===== src/hw/rtl/btr_pkg.sv =====
// Shared types, register indexes and the 5x8 font table of the text renderer.
`timescale 1ns / 1ps
package btr_pkg;

    localparam int CHAR_W     = 8;
    localparam int COORD_W    = 9;
    localparam int SCALE_W    = 4;
    localparam int HEIGHT_W   = 7;
    localparam int COLOR_W    = 16;
    localparam int GLYPH_IDX_W = 7;
    localparam int GLYPH_BITS = 40;
    localparam int CFG_IDX_W  = 3;
    localparam int CFG_DATA_W = 16;
    localparam int M_TDATA_W  = 48;

    localparam logic [CFG_IDX_W-1:0] CFG_ORIGIN_X = 3'd0;
    localparam logic [CFG_IDX_W-1:0] CFG_ORIGIN_Y = 3'd1;
    localparam logic [CFG_IDX_W-1:0] CFG_FG_COLOR = 3'd2;
    localparam logic [CFG_IDX_W-1:0] CFG_BG_COLOR = 3'd3;
    localparam logic [CFG_IDX_W-1:0] CFG_SCALE    = 3'd4;

    localparam logic [CHAR_W-1:0] CHAR_LF    = 8'd10;
    localparam logic [CHAR_W-1:0] CHAR_CR    = 8'd13;
    localparam logic [CHAR_W-1:0] CHAR_FIRST = 8'd32;
    localparam logic [CHAR_W-1:0] CHAR_LAST  = 8'd126;
    localparam logic [GLYPH_IDX_W-1:0] GLYPH_QMARK = 7'd31;

    typedef struct packed {
        logic [7:0]         col;
        logic [7:0]         row;
        logic [SCALE_W-1:0] scale;
        logic [COLOR_W-1:0] fg;
        logic [COLOR_W-1:0] bg;
    } btr_job_t;

    typedef struct packed {
        logic [COORD_W-1:0]  x;
        logic [COORD_W-1:0]  y;
        logic [SCALE_W-1:0]  w;
        logic [HEIGHT_W-1:0] h;
        logic [COLOR_W-1:0]  color;
        logic                last;
    } btr_rect_t;

    // Columns left to right, column 0 in the top byte; bit 0 of a column is the top row.
    function automatic logic [GLYPH_BITS-1:0] font_glyph(input logic [GLYPH_IDX_W-1:0] idx);
        logic [GLYPH_BITS-1:0] g;
        unique case (idx)
            7'd0:  g = 40'h0000000000;
            7'd1:  g = 40'h00005F0000;
            7'd2:  g = 40'h0007000700;
            7'd3:  g = 40'h147F147F14;
            7'd4:  g = 40'h242A7F2A12;
            7'd5:  g = 40'h2313086462;
            7'd6:  g = 40'h3649552250;
            7'd7:  g = 40'h0005030000;
            7'd8:  g = 40'h001C224100;
            7'd9:  g = 40'h0041221C00;
            7'd10: g = 40'h082A1C2A08;
            7'd11: g = 40'h08083E0808;
            7'd12: g = 40'h0050300000;
            7'd13: g = 40'h0808080808;
            7'd14: g = 40'h0060600000;
            7'd15: g = 40'h2010080402;
            7'd16: g = 40'h3E5149453E;
            7'd17: g = 40'h00427F4000;
            7'd18: g = 40'h4261514946;
            7'd19: g = 40'h2141454B31;
            7'd20: g = 40'h1814127F10;
            7'd21: g = 40'h2745454539;
            7'd22: g = 40'h3C4A494930;
            7'd23: g = 40'h0171090503;
            7'd24: g = 40'h3649494936;
            7'd25: g = 40'h064949291E;
            7'd26: g = 40'h0036360000;
            7'd27: g = 40'h0056360000;
            7'd28: g = 40'h0008142241;
            7'd29: g = 40'h1414141414;
            7'd30: g = 40'h4122140800;
            7'd31: g = 40'h0201510906;
            7'd32: g = 40'h324979413E;
            7'd33: g = 40'h7E1111117E;
            7'd34: g = 40'h7F49494936;
            7'd35: g = 40'h3E41414122;
            7'd36: g = 40'h7F4141221C;
            7'd37: g = 40'h7F49494941;
            7'd38: g = 40'h7F09090901;
            7'd39: g = 40'h3E4141497A;
            7'd40: g = 40'h7F0808087F;
            7'd41: g = 40'h00417F4100;
            7'd42: g = 40'h2040413F01;
            7'd43: g = 40'h7F08142241;
            7'd44: g = 40'h7F40404040;
            7'd45: g = 40'h7F020C027F;
            7'd46: g = 40'h7F0408107F;
            7'd47: g = 40'h3E4141413E;
            7'd48: g = 40'h7F09090906;
            7'd49: g = 40'h3E4151215E;
            7'd50: g = 40'h7F09192946;
            7'd51: g = 40'h4649494931;
            7'd52: g = 40'h01017F0101;
            7'd53: g = 40'h3F4040403F;
            7'd54: g = 40'h1F2040201F;
            7'd55: g = 40'h3F4038403F;
            7'd56: g = 40'h6314081463;
            7'd57: g = 40'h0708700807;
            7'd58: g = 40'h6151494543;
            7'd59: g = 40'h007F414100;
            7'd60: g = 40'h0204081020;
            7'd61: g = 40'h0041417F00;
            7'd62: g = 40'h0402010204;
            7'd63: g = 40'h4040404040;
            7'd64: g = 40'h0001020400;
            7'd65: g = 40'h2054545478;
            7'd66: g = 40'h7F48444438;
            7'd67: g = 40'h3844444420;
            7'd68: g = 40'h384444487F;
            7'd69: g = 40'h3854545418;
            7'd70: g = 40'h087E090102;
            7'd71: g = 40'h0C5252523E;
            7'd72: g = 40'h7F08040478;
            7'd73: g = 40'h00447D4000;
            7'd74: g = 40'h2040443D00;
            7'd75: g = 40'h7F10284400;
            7'd76: g = 40'h00417F4000;
            7'd77: g = 40'h7C04180478;
            7'd78: g = 40'h7C08040478;
            7'd79: g = 40'h3844444438;
            7'd80: g = 40'h7C14141408;
            7'd81: g = 40'h081414187C;
            7'd82: g = 40'h7C08040408;
            7'd83: g = 40'h4854545420;
            7'd84: g = 40'h043F444020;
            7'd85: g = 40'h3C4040207C;
            7'd86: g = 40'h1C2040201C;
            7'd87: g = 40'h3C4030403C;
            7'd88: g = 40'h4428102844;
            7'd89: g = 40'h0C5050503C;
            7'd90: g = 40'h4464544C44;
            7'd91: g = 40'h0008364100;
            7'd92: g = 40'h00007F0000;
            7'd93: g = 40'h0041360800;
            7'd94: g = 40'h1008081008;
            default: g = 40'h0000000000;
        endcase
        return g;
    endfunction

endpackage


===== src/hw/rtl/btr_raster.sv =====
// Dot sequencer: walks 40 glyph dots and the spacing column, at most one rectangle per step.
`timescale 1ns / 1ps
module btr_raster (
    input  logic                            aclk,
    input  logic                            aresetn,
    input  logic                            start,
    input  btr_pkg::btr_job_t               job,
    input  logic [btr_pkg::GLYPH_BITS-1:0]  glyph,
    output logic                            idle,
    output logic                            m_valid,
    input  logic                            m_ready,
    output btr_pkg::btr_rect_t              m_rect
);
    import btr_pkg::*;

    localparam logic [5:0] DOTS = 6'd40;

    typedef enum logic [2:0] {
        ST_IDLE  = 3'b001,
        ST_FETCH = 3'b010,
        ST_DRAW  = 3'b100
    } state_t;

    state_t                 state_reg, state_next;
    btr_job_t               job_reg;
    logic [GLYPH_BITS-1:0]  bits_reg, bits_next;
    logic [5:0]             cnt_reg, cnt_next;
    logic [2:0]             dot_row_reg, dot_row_next;
    logic [6:0]             x_off_reg, x_off_next;
    logic [6:0]             y_off_reg, y_off_next;
    logic                   out_valid_reg;
    btr_rect_t              out_rect_reg;

    logic                   step;
    logic                   fill_bg;
    logic                   emit;
    btr_rect_t              rect;

    always_comb begin
        step         = (state_reg == ST_DRAW) && (!out_valid_reg || m_ready);
        fill_bg      = (job_reg.fg != job_reg.bg);
        state_next   = state_reg;
        bits_next    = bits_reg;
        cnt_next     = cnt_reg;
        dot_row_next = dot_row_reg;
        x_off_next   = x_off_reg;
        y_off_next   = y_off_reg;
        emit         = 1'b0;
        rect.x       = {1'b0, job_reg.col} + {2'b00, x_off_reg};
        rect.y       = {1'b0, job_reg.row} + {2'b00, y_off_reg};
        rect.w       = job_reg.scale;
        rect.h       = {3'b000, job_reg.scale};
        rect.color   = bits_reg[0] ? job_reg.fg : job_reg.bg;
        rect.last    = 1'b0;

        unique case (state_reg)
            ST_IDLE: begin
                if (start) begin
                    state_next = ST_FETCH;
                end
            end
            ST_FETCH: begin
                bits_next    = {glyph[7:0], glyph[15:8], glyph[23:16],
                                glyph[31:24], glyph[39:32]};
                cnt_next     = '0;
                dot_row_next = '0;
                x_off_next   = '0;
                y_off_next   = '0;
                state_next   = ST_DRAW;
            end
            ST_DRAW: begin
                if (step) begin
                    if (cnt_reg == DOTS) begin
                        emit       = fill_bg;
                        rect.y     = {1'b0, job_reg.row};
                        rect.h     = {job_reg.scale, 3'b000};
                        rect.color = job_reg.bg;
                        rect.last  = 1'b1;
                        state_next = ST_IDLE;
                    end else if (!fill_bg && (bits_reg == '0)) begin
                        state_next = ST_IDLE;
                    end else begin
                        emit      = bits_reg[0] || fill_bg;
                        rect.last = !fill_bg && (bits_reg[GLYPH_BITS-1:1] == '0);
                        bits_next = {1'b0, bits_reg[GLYPH_BITS-1:1]};
                        cnt_next  = cnt_reg + 6'd1;
                        if (dot_row_reg == 3'd7) begin
                            dot_row_next = '0;
                            y_off_next   = '0;
                            x_off_next   = x_off_reg + {3'b000, job_reg.scale};
                        end else begin
                            dot_row_next = dot_row_reg + 3'd1;
                            y_off_next   = y_off_reg + {3'b000, job_reg.scale};
                        end
                        if (rect.last) begin
                            state_next = ST_IDLE;
                        end
                    end
                end
            end
            default: state_next = ST_IDLE;
        endcase
    end

    always_ff @(posedge aclk) begin
        if (!aresetn) begin
            state_reg     <= ST_IDLE;
            out_valid_reg <= 1'b0;
        end else begin
            state_reg <= state_next;
            if (emit) begin
                out_valid_reg <= 1'b1;
            end else if (m_ready) begin
                out_valid_reg <= 1'b0;
            end
        end
    end

    always_ff @(posedge aclk) begin
        if (start && (state_reg == ST_IDLE)) begin
            job_reg <= job;
        end
        bits_reg    <= bits_next;
        cnt_reg     <= cnt_next;
        dot_row_reg <= dot_row_next;
        x_off_reg   <= x_off_next;
        y_off_reg   <= y_off_next;
        if (emit) begin
            out_rect_reg <= rect;
        end
    end

    assign idle    = (state_reg == ST_IDLE);
    assign m_valid = out_valid_reg;
    assign m_rect  = out_rect_reg;

endmodule


===== config.mk =====
export PLATFORM = sky130hd
export DESIGN_NAME = btr_raster
export DESIGN_NICKNAME = d
export VERILOG_FILES = /design/src/hw/rtl/btr_pkg.sv /design/src/hw/rtl/btr_raster.sv
export SDC_FILE = /design/constraint.sdc
export NUM_CORES = 1
export LEC_CHECK = 0
export BUFFER_PORTS_ARGS = -buffer_cell sky130_fd_sc_hd__buf_2
export CAP_MARGIN = 20
export CELL_PAD_IN_SITES_DETAIL_PLACEMENT = 1
export CELL_PAD_IN_SITES_GLOBAL_PLACEMENT = 1
export CORE_MARGIN = 1.5
export CORE_UTILIZATION = 45
export DETAILED_ROUTE_END_ITERATION = 8
export PLACE_DENSITY = 0.82
export SLEW_MARGIN = 20
export SYNTH_ARGS = -nofsm -noshare
export SYNTH_HDL_FRONTEND = slang
export SYNTH_SLANG_ARGS = --single-unit
export TNS_END_PERCENT = 20

===== constraint.sdc =====
create_clock -name aclk -period 3.9 [get_ports aclk]
set_clock_uncertainty 0.2 [all_clocks]
set_input_delay 0.195 -clock aclk [delete_from_list [all_inputs] [get_ports aclk]]
set_output_delay 0.195 -clock aclk [all_outputs]
set_load 0.01 [all_outputs]

==> flow_metrics.py <==
metrics = {
    "status": {
        "status": "finished, final reports clean",
    },
    "global_routing": {
        "grt_pass1_vias": 5982,
        "grt_pass1_wl_um": 31400,
        "grt_max_degree": 57,
        "grt-ovfl-total": 0,
        "antenna_found_initial": 0,
        "grtUsageTotal_pct": 25.1,
    },
    "hold_path": {
        "hp-class": "in -> reg",
        "whs_path_depth": 4,
    },
    "layout": {
        "diodes": 0,
        "largest_reg_flops": 52,
        "fin_area_um2": 9860,
        "drive_gt1_share_pct": 25.7,
        "area_growth_pct": 34.2,
        "nets": 931,
    },
    "clocking": {
        "clkLatencyLatePin_ns": 0.44,
        "cts_sinks": 165,
        "clkTransAtPathRegs_ns": 0.07,
        "cts_buffers": 17,
        "clockBufferDepth": 2,
        "cts_resized": 0,
        "cts_tree": "done",
        "post-cts-setup-buffers": 0,
        "cts-root-buf": "clkbuf_16",
        "cts-htree-levels": 4,
        "cts_hold_buffers": 94,
    },
    "detailed_routing": {
        "vias_per_cell": 5.11,
        "first_iter_violations": 245,
        "drc": 0,
        "post_drt_wl_per_cell_um": 19.6,
        "vias": 5287,
        "antenna_left": 0,
        "dr.pass1.iters": 4,
        "routed_wl_um": 20200,
    },
    "die": {
        "io_pins": 144,
        "die_h_um": 131,
        "dieArea_um2": 17100,
        "die_w_um": 131,
        "floorplan.rows": 46,
        "core_area_um2": 15900,
        "initial_core_util_pct": 46.1,
    },
    "critical_path": {
        "cp.required_ns": 3.79,
        "r2r_cells": 7,
        "arrival_ns": 3.05,
        "critPathBufInv": 1,
        "critPathSlowestCell": "nor4_1",
        "critPathCaptureType": "flop",
        "path_delay_family": "simple AND/OR/NAND/NOR gates",
        "r2r_slack_ns": 0.74,
        "cp_slowest_stage_delay_ns": 0.46,
        "path_cells": "xor2_1 -> nor4_1 -> nand4_1 -> nor4_2 -> nand2b_1 -> a31o_2 -> buf_4",
        "crit_fanout": 56,
        "cp.depth": 7,
        "crit_path_start_kind": "flop",
        "path_class": "reg -> reg",
    },
    "sta": {
        "holdWs_ns": 0.239,
        "period_share_pct": 81.1,
        "setup_tns_ns": 0,
        "max_freq_mhz": 316,
        "rsz0062_at_grt": "false",
        "maxSlewHeadroom_pct": 49.4,
        "drv_slew": 0,
        "hold_viol": 0,
        "tightest_slew_ns": 0.760,
        "period_minus_slack_ns": 3.16,
        "setup_viol": 0,
    },
    "synth": {
        "synth_xor_area_share_pct": 4.41,
        "synth_warnings": 0,
        "syn_inst": 554,
        "synth_top_area_cell": "edfxtp_1",
        "syn-cell-area_um2": 7350,
        "synth_top_family_by_area": "simple AND/OR/NAND/NOR gates",
        "asyncSetResetFlopFracSynth_pct": 0,
        "synthTopCellsByArea": "edfxtp_1 (66%), nand2_1 (6.7%), ha_1 (4.4%), xor2_1 (3.2%), mux2_4 (1.8%)",
        "synth-seq-area-share_pct": 66.9,
        "netlist.area_leader.share_pct": 65.8,
        "synth_compound_area_share_pct": 3.71,
        "ys_ff_latch": 165,
        "syn_area_per_cell_um2": 13.3,
        "synth-simple-area-share_pct": 14.5,
        "synthAdderAreaFrac_pct": 5.52,
        "synthFlopType": "edfxtp_1",
        "synth_mux_area_share_pct": 3.37,
        "ys_top_cells_by_count": "edfxtp_1 (161), nand2_1 (131), nor2_1 (29)",
        "syn_nets": 680,
        "synth.distinct_cells": 46,
        "synth_edf_count": 161,
        "yosysMostFrequentCell": "edfxtp_1",
    },
    "place": {
        "hpwl_um": 12000,
        "port_buffers": 143,
        "gp_congestion": 0.792,
        "postPlaceCellArea_um2": 8340,
    },
    "pwr": {
        "peakVddDrop_uv": 322,
        "p_per_area_nw_per_um2": 416,
        "cellLeakagePower_nw": 3.96,
        "power_w": 0.00410,
    },
    "job": {
        "cap_viol_max_count": 0,
    },
}
==> routing by layer <==
metal / GRT usage [%] / part of all wire [%] / vias up
met4: 12.7 / 3.6 / 0
met1: 27.1 / 38 / 2605
met2: 47.0 / 55 / 149
met5: 0 / 0 / -
li1: - / - / 2479
met3: 4.72 / 3.5 / 54
==> cell type report <==
cell class | instances | area (µm²)
Clock buffer | 17 | 425
Sequential cell | 165 | 4910
Multi-Input combinational cell | 362 | 2330
Clock inverter | 15 | 158
Tap cell | 216 | 270
Timing Repair Buffer | 245 | 1720
Fill cell | 1628 | 6080
Inverter | 14 | 52.6
==> tightest hold or removal path, cell delays in order <==
cell,delay [ns]
buf_2,0.10
nand2b_1,0.27
o21ai_0,0.13
and2_1,0.14
==> power breakdown <==
part / total (W) / internal [W] / switching [W] / leakage [nW]
Sequential: 0.00207 / 0.00203 / 0.0000461 / 1.53
Combinational: 0.000360 / 0.000189 / 0.000171 / 2.16
Clock: 0.00167 / 0.000944 / 0.000728 / 0.266
==> per-stage QoR <==
stage                     worst slack, ns  util, %  cells
after detailed placement            0.815     52.3    908
after floorplan                     0.408        -    554
after global routing                0.551     61.9   1034
after CTS                           0.776     61.9   1034
final                               0.736     61.9   1034
after global placement              0.931     52.3    908
==> cells in the final DEF (no fill, tap or decap), types with 2 or more instances in the layout <==
cell,count
nor2_1,28
edfxtp_1,161
clkinv_4,3
nand2_1,131
and2_1,8
nor3_1,8
mux2_2,9
nand2b_1,6
nand3_1,5
a21boi_0,2
nor4_1,13
clkinvlp_4,6
o21ai_0,15
fa_1,4
a21oi_1,12
xnor2_1,10
ha_1,26
mux2_4,9
dfxtp_1,4
inv_1,14
dlygate4sd3_1,94
nor2b_1,12
buf_2,143
a21o_1,5
inv_6,2
nand4_1,4
clkbuf_16,17
buf_4,8
nor3b_1,4
bufinv_16,2
and3_1,2
xor2_1,27
==> kinds of logic after synthesis <==
group,after synthesis
AO/OA/AOI/OAI,44
adder cells (fa/ha/maj),30
multiplexers,19
buffers and inverters,27
flip-flops,165
XOR/XNOR,37
AND/OR/NAND/NOR,232
==> worst paths after layout <==
kind                  endpoint    startpoint
setup / recovery  bits_reg[13]    job_reg[6]
hold / removal         m_valid       m_ready
setup reg to reg  bits_reg[13]    job_reg[6]
hold reg to reg   bits_reg[11]  bits_reg[12]
Note: power is estimated with default switching activity, not from simulation.
